File: config.mk
export PLATFORM = sky130hd
export DESIGN_NAME = ctks_ctrl
export DESIGN_NICKNAME = d
export VERILOG_FILES = /design/src/count_tree_kth_select_defines.svh /design/src/ctks_pkg.sv /design/src/ctks_ctrl.sv
export SDC_FILE = /design/constraint.sdc
export NUM_CORES = 1
export LEC_CHECK = 0
export BUFFER_PORTS_ARGS = -buffer_cell sky130_fd_sc_hd__buf_2
export CAP_MARGIN = 5
export CORE_MARGIN = 2
export CORE_UTILIZATION = 25
export DETAILED_ROUTE_END_ITERATION = 8
export PLACE_DENSITY = 0.51
export SETUP_SLACK_MARGIN = 0.3
export SYNTH_ARGS = -nofsm -noshare
export SYNTH_HDL_FRONTEND = slang
export SYNTH_SLANG_ARGS = --single-unit
export TNS_END_PERCENT = 30
File: constraint.sdc
create_clock -name clk_i -period 1.75 [get_ports clk_i]
set_input_delay 0.2625 -clock clk_i [delete_from_list [all_inputs] [get_ports clk_i]]
set_output_delay 0.2625 -clock clk_i [all_outputs]
set_load 0.02 [all_outputs]
File: src/count_tree_kth_select_defines.svh
// assertion macros shared by the block
`ifndef COUNT_TREE_KTH_SELECT_DEFINES_SVH
`define COUNT_TREE_KTH_SELECT_DEFINES_SVH

// same-cycle implication, sampled on the block clock
`define CTKS_ASSERT_IMPL(label, ante, cons, msg) \
  label: assert property (@(posedge clk_i) disable iff (!rst_ni) (ante) |-> (cons)) \
    else $error(msg);

// next-cycle implication, sampled on the block clock
`define CTKS_ASSERT_NEXT(label, ante, cons, msg) \
  label: assert property (@(posedge clk_i) disable iff (!rst_ni) (ante) |=> (cons)) \
    else $error(msg);

`endif

File: src/ctks_pkg.sv
package ctks_pkg;

  // tree geometry
  localparam int LEAF_COUNT = 1024;
  localparam int LEAF_BITS  = $clog2(LEAF_COUNT);
  localparam int NODE_BITS  = LEAF_BITS + 1;
  localparam int NODE_DEPTH = 2 ** NODE_BITS;

  // field widths
  localparam int SUM_W   = 48;
  localparam int RANK_W  = 32;
  localparam int SLOT_W  = 11;
  localparam int DELTA_W = 32;

  // request command codes
  typedef enum logic [1:0] {
    CMD_TAKE  = 2'd0,
    CMD_ADD   = 2'd1,
    CMD_RANGE = 2'd2
  } ctks_cmd_e;

  // controller states
  typedef enum logic [3:0] {
    ST_CLEAR,
    ST_IDLE,
    ST_TK_ROOT,
    ST_TK_CHK,
    ST_DS_ISSUE,
    ST_DS_EVAL,
    ST_AD_CHK,
    ST_LF_EVAL,
    ST_RF_ISSUE,
    ST_RF_EVAL,
    ST_RG_ISSUE,
    ST_RG_EVAL,
    ST_OUT_HIT,
    ST_OUT_MISS,
    ST_OUT_RANGE
  } ctks_state_e;

  // datapath operations
  typedef enum logic [3:0] {
    DP_NOP,
    DP_CLEAR,
    DP_LD_TAKE,
    DP_LD_ADD,
    DP_LD_RANGE,
    DP_DESCEND,
    DP_LEAF_TAKE,
    DP_LEAF_ADD,
    DP_REFRESH,
    DP_RANGE,
    DP_OUT_TAKE,
    DP_OUT_MISS,
    DP_OUT_RANGE
  } ctks_dp_op_e;

  // memory read address selection
  typedef enum logic [2:0] {
    RD_NODE,
    RD_ROOT,
    RD_LEFT,
    RD_SIB,
    RD_RANGE
  } ctks_rd_sel_e;

  // controller to datapath
  typedef struct packed {
    ctks_dp_op_e  op;
    ctks_rd_sel_e rd_sel;
  } ctks_ctl_t;

  // datapath to controller
  typedef struct packed {
    logic clr_done;
    logic root_ok;
    logic leaf;
    logic slot_ok;
    logic add_ok;
    logic at_root;
    logic range_done;
  } ctks_stat_t;

endpackage

File: src/ctks_ctrl.sv
module ctks_ctrl (
  input  logic                  clk_i,
  input  logic                  rst_ni,
  input  logic                  in_valid_i,
  input  logic [1:0]            cmd_i,
  input  logic                  out_ready_i,
  input  ctks_pkg::ctks_stat_t  stat_i,
  output logic                  in_ready_o,
  output logic                  out_valid_o,
  output ctks_pkg::ctks_ctl_t   ctl_o
);

  ctks_pkg::ctks_state_e state_q, state_d;
  logic                  take_q, take_d;
  logic                  out_valid_q, out_valid_d;
  logic                  out_free, out_load;

  assign out_free = ~out_valid_q | out_ready_i;

  // state and flag registers
  always_ff @(posedge clk_i or negedge rst_ni) begin
    if (!rst_ni) begin
      state_q     <= ctks_pkg::ST_CLEAR;
      take_q      <= 1'b0;
      out_valid_q <= 1'b0;
    end else begin
      state_q     <= state_d;
      take_q      <= take_d;
      out_valid_q <= out_valid_d;
    end
  end

  // next state and commands
  always_comb begin
    state_d       = state_q;
    take_d        = take_q;
    out_load      = 1'b0;
    in_ready_o    = 1'b0;
    ctl_o.op      = ctks_pkg::DP_NOP;
    ctl_o.rd_sel  = ctks_pkg::RD_NODE;
    case (state_q)
      ctks_pkg::ST_CLEAR: begin
        ctl_o.op = ctks_pkg::DP_CLEAR;
        if (stat_i.clr_done) state_d = ctks_pkg::ST_IDLE;
      end
      ctks_pkg::ST_IDLE: begin
        in_ready_o = 1'b1;
        if (in_valid_i) begin
          case (cmd_i)
            ctks_pkg::CMD_TAKE: begin
              ctl_o.op = ctks_pkg::DP_LD_TAKE;
              take_d   = 1'b1;
              state_d  = ctks_pkg::ST_TK_ROOT;
            end
            ctks_pkg::CMD_ADD: begin
              ctl_o.op = ctks_pkg::DP_LD_ADD;
              take_d   = 1'b0;
              state_d  = ctks_pkg::ST_AD_CHK;
            end
            ctks_pkg::CMD_RANGE: begin
              ctl_o.op = ctks_pkg::DP_LD_RANGE;
              state_d  = ctks_pkg::ST_RG_ISSUE;
            end
            default: state_d = ctks_pkg::ST_IDLE;
          endcase
        end
      end
      ctks_pkg::ST_TK_ROOT: begin
        ctl_o.rd_sel = ctks_pkg::RD_ROOT;
        state_d      = ctks_pkg::ST_TK_CHK;
      end
      ctks_pkg::ST_TK_CHK: begin
        state_d = stat_i.root_ok ? ctks_pkg::ST_DS_ISSUE : ctks_pkg::ST_OUT_MISS;
      end
      ctks_pkg::ST_DS_ISSUE: begin
        if (stat_i.leaf) begin
          if (stat_i.slot_ok) begin
            ctl_o.rd_sel = ctks_pkg::RD_NODE;
            state_d      = ctks_pkg::ST_LF_EVAL;
          end else begin
            state_d = ctks_pkg::ST_OUT_MISS;
          end
        end else begin
          ctl_o.rd_sel = ctks_pkg::RD_LEFT;
          state_d      = ctks_pkg::ST_DS_EVAL;
        end
      end
      ctks_pkg::ST_DS_EVAL: begin
        ctl_o.op = ctks_pkg::DP_DESCEND;
        state_d  = ctks_pkg::ST_DS_ISSUE;
      end
      ctks_pkg::ST_AD_CHK: begin
        if (stat_i.add_ok) begin
          ctl_o.rd_sel = ctks_pkg::RD_NODE;
          state_d      = ctks_pkg::ST_LF_EVAL;
        end else begin
          state_d = ctks_pkg::ST_IDLE;
        end
      end
      ctks_pkg::ST_LF_EVAL: begin
        ctl_o.op = take_q ? ctks_pkg::DP_LEAF_TAKE : ctks_pkg::DP_LEAF_ADD;
        state_d  = ctks_pkg::ST_RF_ISSUE;
      end
      ctks_pkg::ST_RF_ISSUE: begin
        if (stat_i.at_root) begin
          state_d = take_q ? ctks_pkg::ST_OUT_HIT : ctks_pkg::ST_IDLE;
        end else begin
          ctl_o.rd_sel = ctks_pkg::RD_SIB;
          state_d      = ctks_pkg::ST_RF_EVAL;
        end
      end
      ctks_pkg::ST_RF_EVAL: begin
        ctl_o.op = ctks_pkg::DP_REFRESH;
        state_d  = ctks_pkg::ST_RF_ISSUE;
      end
      ctks_pkg::ST_RG_ISSUE: begin
        if (stat_i.range_done) begin
          state_d = ctks_pkg::ST_OUT_RANGE;
        end else begin
          ctl_o.rd_sel = ctks_pkg::RD_RANGE;
          state_d      = ctks_pkg::ST_RG_EVAL;
        end
      end
      ctks_pkg::ST_RG_EVAL: begin
        ctl_o.op = ctks_pkg::DP_RANGE;
        state_d  = ctks_pkg::ST_RG_ISSUE;
      end
      ctks_pkg::ST_OUT_HIT: begin
        if (out_free) begin
          ctl_o.op = ctks_pkg::DP_OUT_TAKE;
          out_load = 1'b1;
          state_d  = ctks_pkg::ST_IDLE;
        end
      end
      ctks_pkg::ST_OUT_MISS: begin
        if (out_free) begin
          ctl_o.op = ctks_pkg::DP_OUT_MISS;
          out_load = 1'b1;
          state_d  = ctks_pkg::ST_IDLE;
        end
      end
      ctks_pkg::ST_OUT_RANGE: begin
        if (out_free) begin
          ctl_o.op = ctks_pkg::DP_OUT_RANGE;
          out_load = 1'b1;
          state_d  = ctks_pkg::ST_IDLE;
        end
      end
      default: state_d = ctks_pkg::ST_IDLE;
    endcase
  end

  // result valid flag
  always_comb begin
    if (out_load) begin
      out_valid_d = 1'b1;
    end else if (out_ready_i) begin
      out_valid_d = 1'b0;
    end else begin
      out_valid_d = out_valid_q;
    end
  end

  assign out_valid_o = out_valid_q;

endmodule

After elaboration in Yosys (flattened, before gate mapping)

Cells that the tools add are included.

Reductions and logical operators: 8
Mux-type cells: 29
Bitwise operators: 2
Equality and inequality tests: 19

Operators with widths:

| operator                                            | number |
|---|---|
| case mux 4 bit (12 select lines)                    | 1 |
| 2-to-1 mux 4 bit                                    | 11 |
| case mux 4 bit (9 select lines)                     | 1 |
| equality test 4 bit, second input constant          | 7 |
| equality test 4 x 3 -> 1 bit, second input constant | 4 |
| 2-to-1 mux 3 bit                                    | 4 |
| case mux 3 bit (4 select lines)                     | 1 |
| case mux 4 bit (3 select lines)                     | 1 |
| case mux 3 bit (3 select lines)                     | 1 |
| equality test 4 x 2 -> 1 bit, second input constant | 2 |
| 2-to-1 mux 1 bit                                    | 6 |
| AND reduction 3 bit                                 | 2 |
| equality test 4 x 1 -> 1 bit, second input constant | 1 |
| logical NOT 4 bit                                   | 1 |
| 2-to-1 mux 2 bit                                    | 2 |
| != test 2 bit, second input constant                | 2 |
| nonzero test 2 bit                                  | 2 |
| OR reduction 3 bit                                  | 1 |
| equality test 2 x 1 -> 1 bit, second input constant | 1 |
| equality test 2 bit, second input constant          | 1 |
| logical NOT 2 bit                                   | 1 |
| != test 2 x 1 -> 1 bit, second input constant       | 1 |
| case mux 1 bit (2 select lines)                     | 1 |
| OR reduction 2 bit                                  | 1 |
| other kinds (2)                                     | 2 |

Logic and storage cells: 61
Register bits after elaboration: 6
Input port bits: 13
Output and inout port bits: 9

Depth between registers and ports, before layout

Word-level depth: 5
Gate-level depth with buffers: 6
Depth with buffers taken out: 4

Worst setup path before layout

OpenSTA, ideal clock, no wires.

Path type: register to output
Start: register state_q[2]
End: output port ctl_o[3] in the netlist's numbering
Slack: -0.087 ns
Cell stages (with the launch flop): 5
Arrival time: 1.574 ns
Required time: 1.487 ns
Buffers on the path: 0
Cells stage by stage: dfrtp_1 -> nor4b_4 -> nand2_2 -> or2_4 -> o221ai_2

RTL lines:

| item                     | RTL line        | RTL |
|---|---|---|
| start: declaration       | ctks_ctrl.sv:13 | `ctks_pkg::ctks_state_e state_q, state_d;` |
| start signal: assignment | ctks_ctrl.sv:23 | `state_q <= ctks_pkg::ST_CLEAR;` |
| start signal: assignment | ctks_ctrl.sv:27 | `state_q <= state_d;` |
| end: declaration         | ctks_ctrl.sv:10 | `output ctks_pkg::ctks_ctl_t ctl_o` |

==> key figures <==
Clock network
  • TritonCTS Buffers: 3
  • CTS H-tree depth: 1
  • Clock latency on the worst-skew pair: 0.24 ns
  • TritonCTS clock tree: built
  • Clock Tree Root: clkbuf_4
  • CTS Buffer Depth: 2
  • Clock transition at the registers of the reported paths: 0.04 ns
  • Clk sink count: 6

Synthesis
  • Syn Area/Cell: 7.19 um^2
  • Main area contributors after synthesis: dfrtp_1, nand2_1, nor3_1, a21oi_1, nor2_1
  • Area leader, netlist: dfrtp_1
  • Post-synth EDFFs: 0
  • Mapped Cells: 95
  • Async set-reset flop share out of synthesis: 1.00
  • Unique masters post-synth: 36
  • Synth Register Bits: 6
  • Main synth FF type: dfrtp_1
  • Top cells by count, synth: nand2_1, nor3_1, nor2_1
  • Synth warn: 0
  • Count leader, synth: nand2_1
  • Yosys top cell area share: 0.220
  • Syn_nets: 108
  • Seq/Total Area, Yosys: 0.220
  • Mapped cell area: 683 um^2

Pwr
  • Net Sw Frac: 0.469
  • Cell-internal power: 925 uW
  • Logic pwr share: 0.785
  • Clock network power share: 0.073
  • Total power: 1.74 mW
  • Peak supply drop: 0.000598 V
  • Pwr dens: 1690 nW/um^2
  • P_leak: 0.447 nW
  • Sw power: 818 uW
  • Seq pwr share: 0.142

Floorplanning
  • Die width: 56.3 um
  • Die Y: 56.3 um
  • DIE AREA: 3170 um^2
  • Core area: 2520 um^2
  • Top-level port count: 22
  • Initial Util: 0.271
  • Cell Rows: 18

Setup path
  • CP Cell Sequence: buf_4 -> buf_12 -> and2_1 -> a21oi_1 -> o221ai_4 -> buf_6
  • CP max FO: 11
  • WS Path Type: reg -> out
  • Startpoint class of the critical path: flop
  • Crit path capture type: output pin
  • Crit path DAT: 1.62 ns
  • Slowest CP cell: dfrtp_2
  • Worst EP required: 1.49 ns
  • Max incr delay on CP: 0.42 ns

Drt
  • Total number of vias: 839
  • Vias per inst: 5.45
  • Initial DRT Pass Iterations: 4
  • DRC viols: 0
  • WL/cell: 14.6 um
  • Iteration-0 DRC Markers: 10
  • Final wirelength: 2240 um
  • Routed Antenna Nets: 0

Place
  • Hpwl dp: 1550 um
  • PortBufs: 21
  • RD Place Congestion: 0.803
  • Area after DPL: 862 um^2

STA
  • Fin Clk Skew: 0.000284 ns
  • # setup viols final: 3
  • Final Hold Fails: 0
  • Min Hold Slack: 0.285 ns
  • Minimum clock period: 1.88 ns
  • RSZ-0062 raised after global routing: true
  • Rel. slew slack: 0.739
  • Slew at the pin closest to its max-slew limit: 0.381 ns
  • Fmax: 531 MHz
  • Tcrit/Tclk final: 1.08
  • Post-route setup slack: -0.134 ns
  • Max-slew violation count: 0

Global route
  • Met1 Usage GRT: 0.175
  • GR met3 Demand/Resource: 0.0346
  • GR peak layer: met2
  • Initial antenna violation count: 0
  • First-pass GRT wire length: 3440 um
  • Gr ovfl total: 0
  • M2 GR Usage: 0.232
  • Vias in the first global route: 743
  • All-Layer GR Usage: 0.138
  • Largest net degree at the start of global routing: 24

Final layout
  • P&R area growth vs syn: 51.1%
  • Design Area, Final: 1030 um^2
  • Share of cells above drive strength 1: 0.419
  • Final nets: 139
  • # fillers: 285
  • Diode count: 0
  • Area of the multi-input gates: 522 um^2
  • Register Area: 151 um^2

Run status
  • Outcome: finished, violations left
  • Failing checks: negative setup slack

Job
  • Max-Cap Viols: 0

Worst hold path
  • Min-delay worst type: in -> reg
-- per-layer routing --
| metal | up-vias | wire length (um) |
|---|---|---|
| li1 | 414 | - |
| met5 | - | 0 |
| met1 | 400 | 1020 |
| met3 | 2 | 117 |
| met2 | 23 | 1090 |
| met4 | 0 | 16 |
-- per-stage QoR --
step / setup TNS, ns / util / setup slack [ns] / std cells
after detailed placement: 0 / 0.342 / 0.128 / 145
after floorplan: 0 / - / 0.00323 / 95
after global placement: 0 / 0.342 / 0.131 / 145
after global routing: -0.637 / 0.409 / -0.209 / 154
final: -0.263 / 0.409 / -0.134 / 154
after CTS: -0.199 / 0.390 / -0.112 / 152
-- critical path: cells and delay by family, from the launching register on --
kind	cells	cell delay, ns
buf+inv	3	0.43
flops	1	0.42
compound gates	2	0.38
simple gates	1	0.15
-- registers in the layout, summed over array words and instances, names as in the netlist --
register and cells:
out_valid_o 1, state_q 4, take_q 1
-- cell usage in the layout, fill, tap and decap left out, types with 3 or more instances in the layout --
cell	count
buf_6	5
nand2_1	13
a31oi_1	4
nand2b_1	3
o21ai_0	4
nor2_1	6
a21oi_1	6
buf_4	9
inv_1	3
nor2b_1	3
nor3_1	6
dfrtp_1	5
clkbuf_4	3
buf_2	16
-- cell families after synthesis --
kind of cell | Yosys count | share of synthesized area
AOI/OAI and AO/OA | 30 | 0.304
buffers and inverters | 12 | 0.0897
DFF | 6 | 0.220
muxes | 2 | 0.0311
and+or+nand+nor | 45 | 0.355
-- worst paths after layout --
kind | from | endpoint | slack, ns | cells after the start
worst min-delay path | cmd_i[0] | take_q | 0.29 | 2
worst min register to register | out_valid_o | out_valid_o | 0.57 | 2
worst max-delay path | state_q[1] | ctl_o[3] | -0.13 | 6
max in group asynchronous | rst_ni | state_q[1] | 1.22 | 2
min in group asynchronous | rst_ni | out_valid_o | 0.37 | 2
worst max register to register | state_q[1] | state_q[1] | 0.07 | 5
-- area by class of cell --
type | count | area share
well taps | 30 | 0.0364
clock buffers | 3 | 0.0218
multi-input cells | 77 | 0.505
repair buffers | 34 | 0.273
flip-flops and latches | 6 | 0.147
inverters | 4 | 0.0170
-- power by group through the flow --
stage / Clock (mW) / Sequential (mW) / Combinational [mW]
2_1_floorplan: 0 / 0.243 / 0.809
3_3_place_gp: 0 / 0.246 / 1.11
3_5_place_dp: 0 / 0.246 / 1.12
4_1_cts: 0.135 / 0.250 / 1.29
5_1_grt: 0.142 / 0.255 / 1.46
6_report: 0.127 / 0.248 / 1.37
-- what timing repair did --
action,CTS,global route
pin swaps,0,5
setup endpoints to repair,12,12
hold endpoints to repair,6,0
cloned,2,0
hold buffers,1,0
setup buffers,1,2
resized for setup,15,9
(Power assumes the default switching activity.)
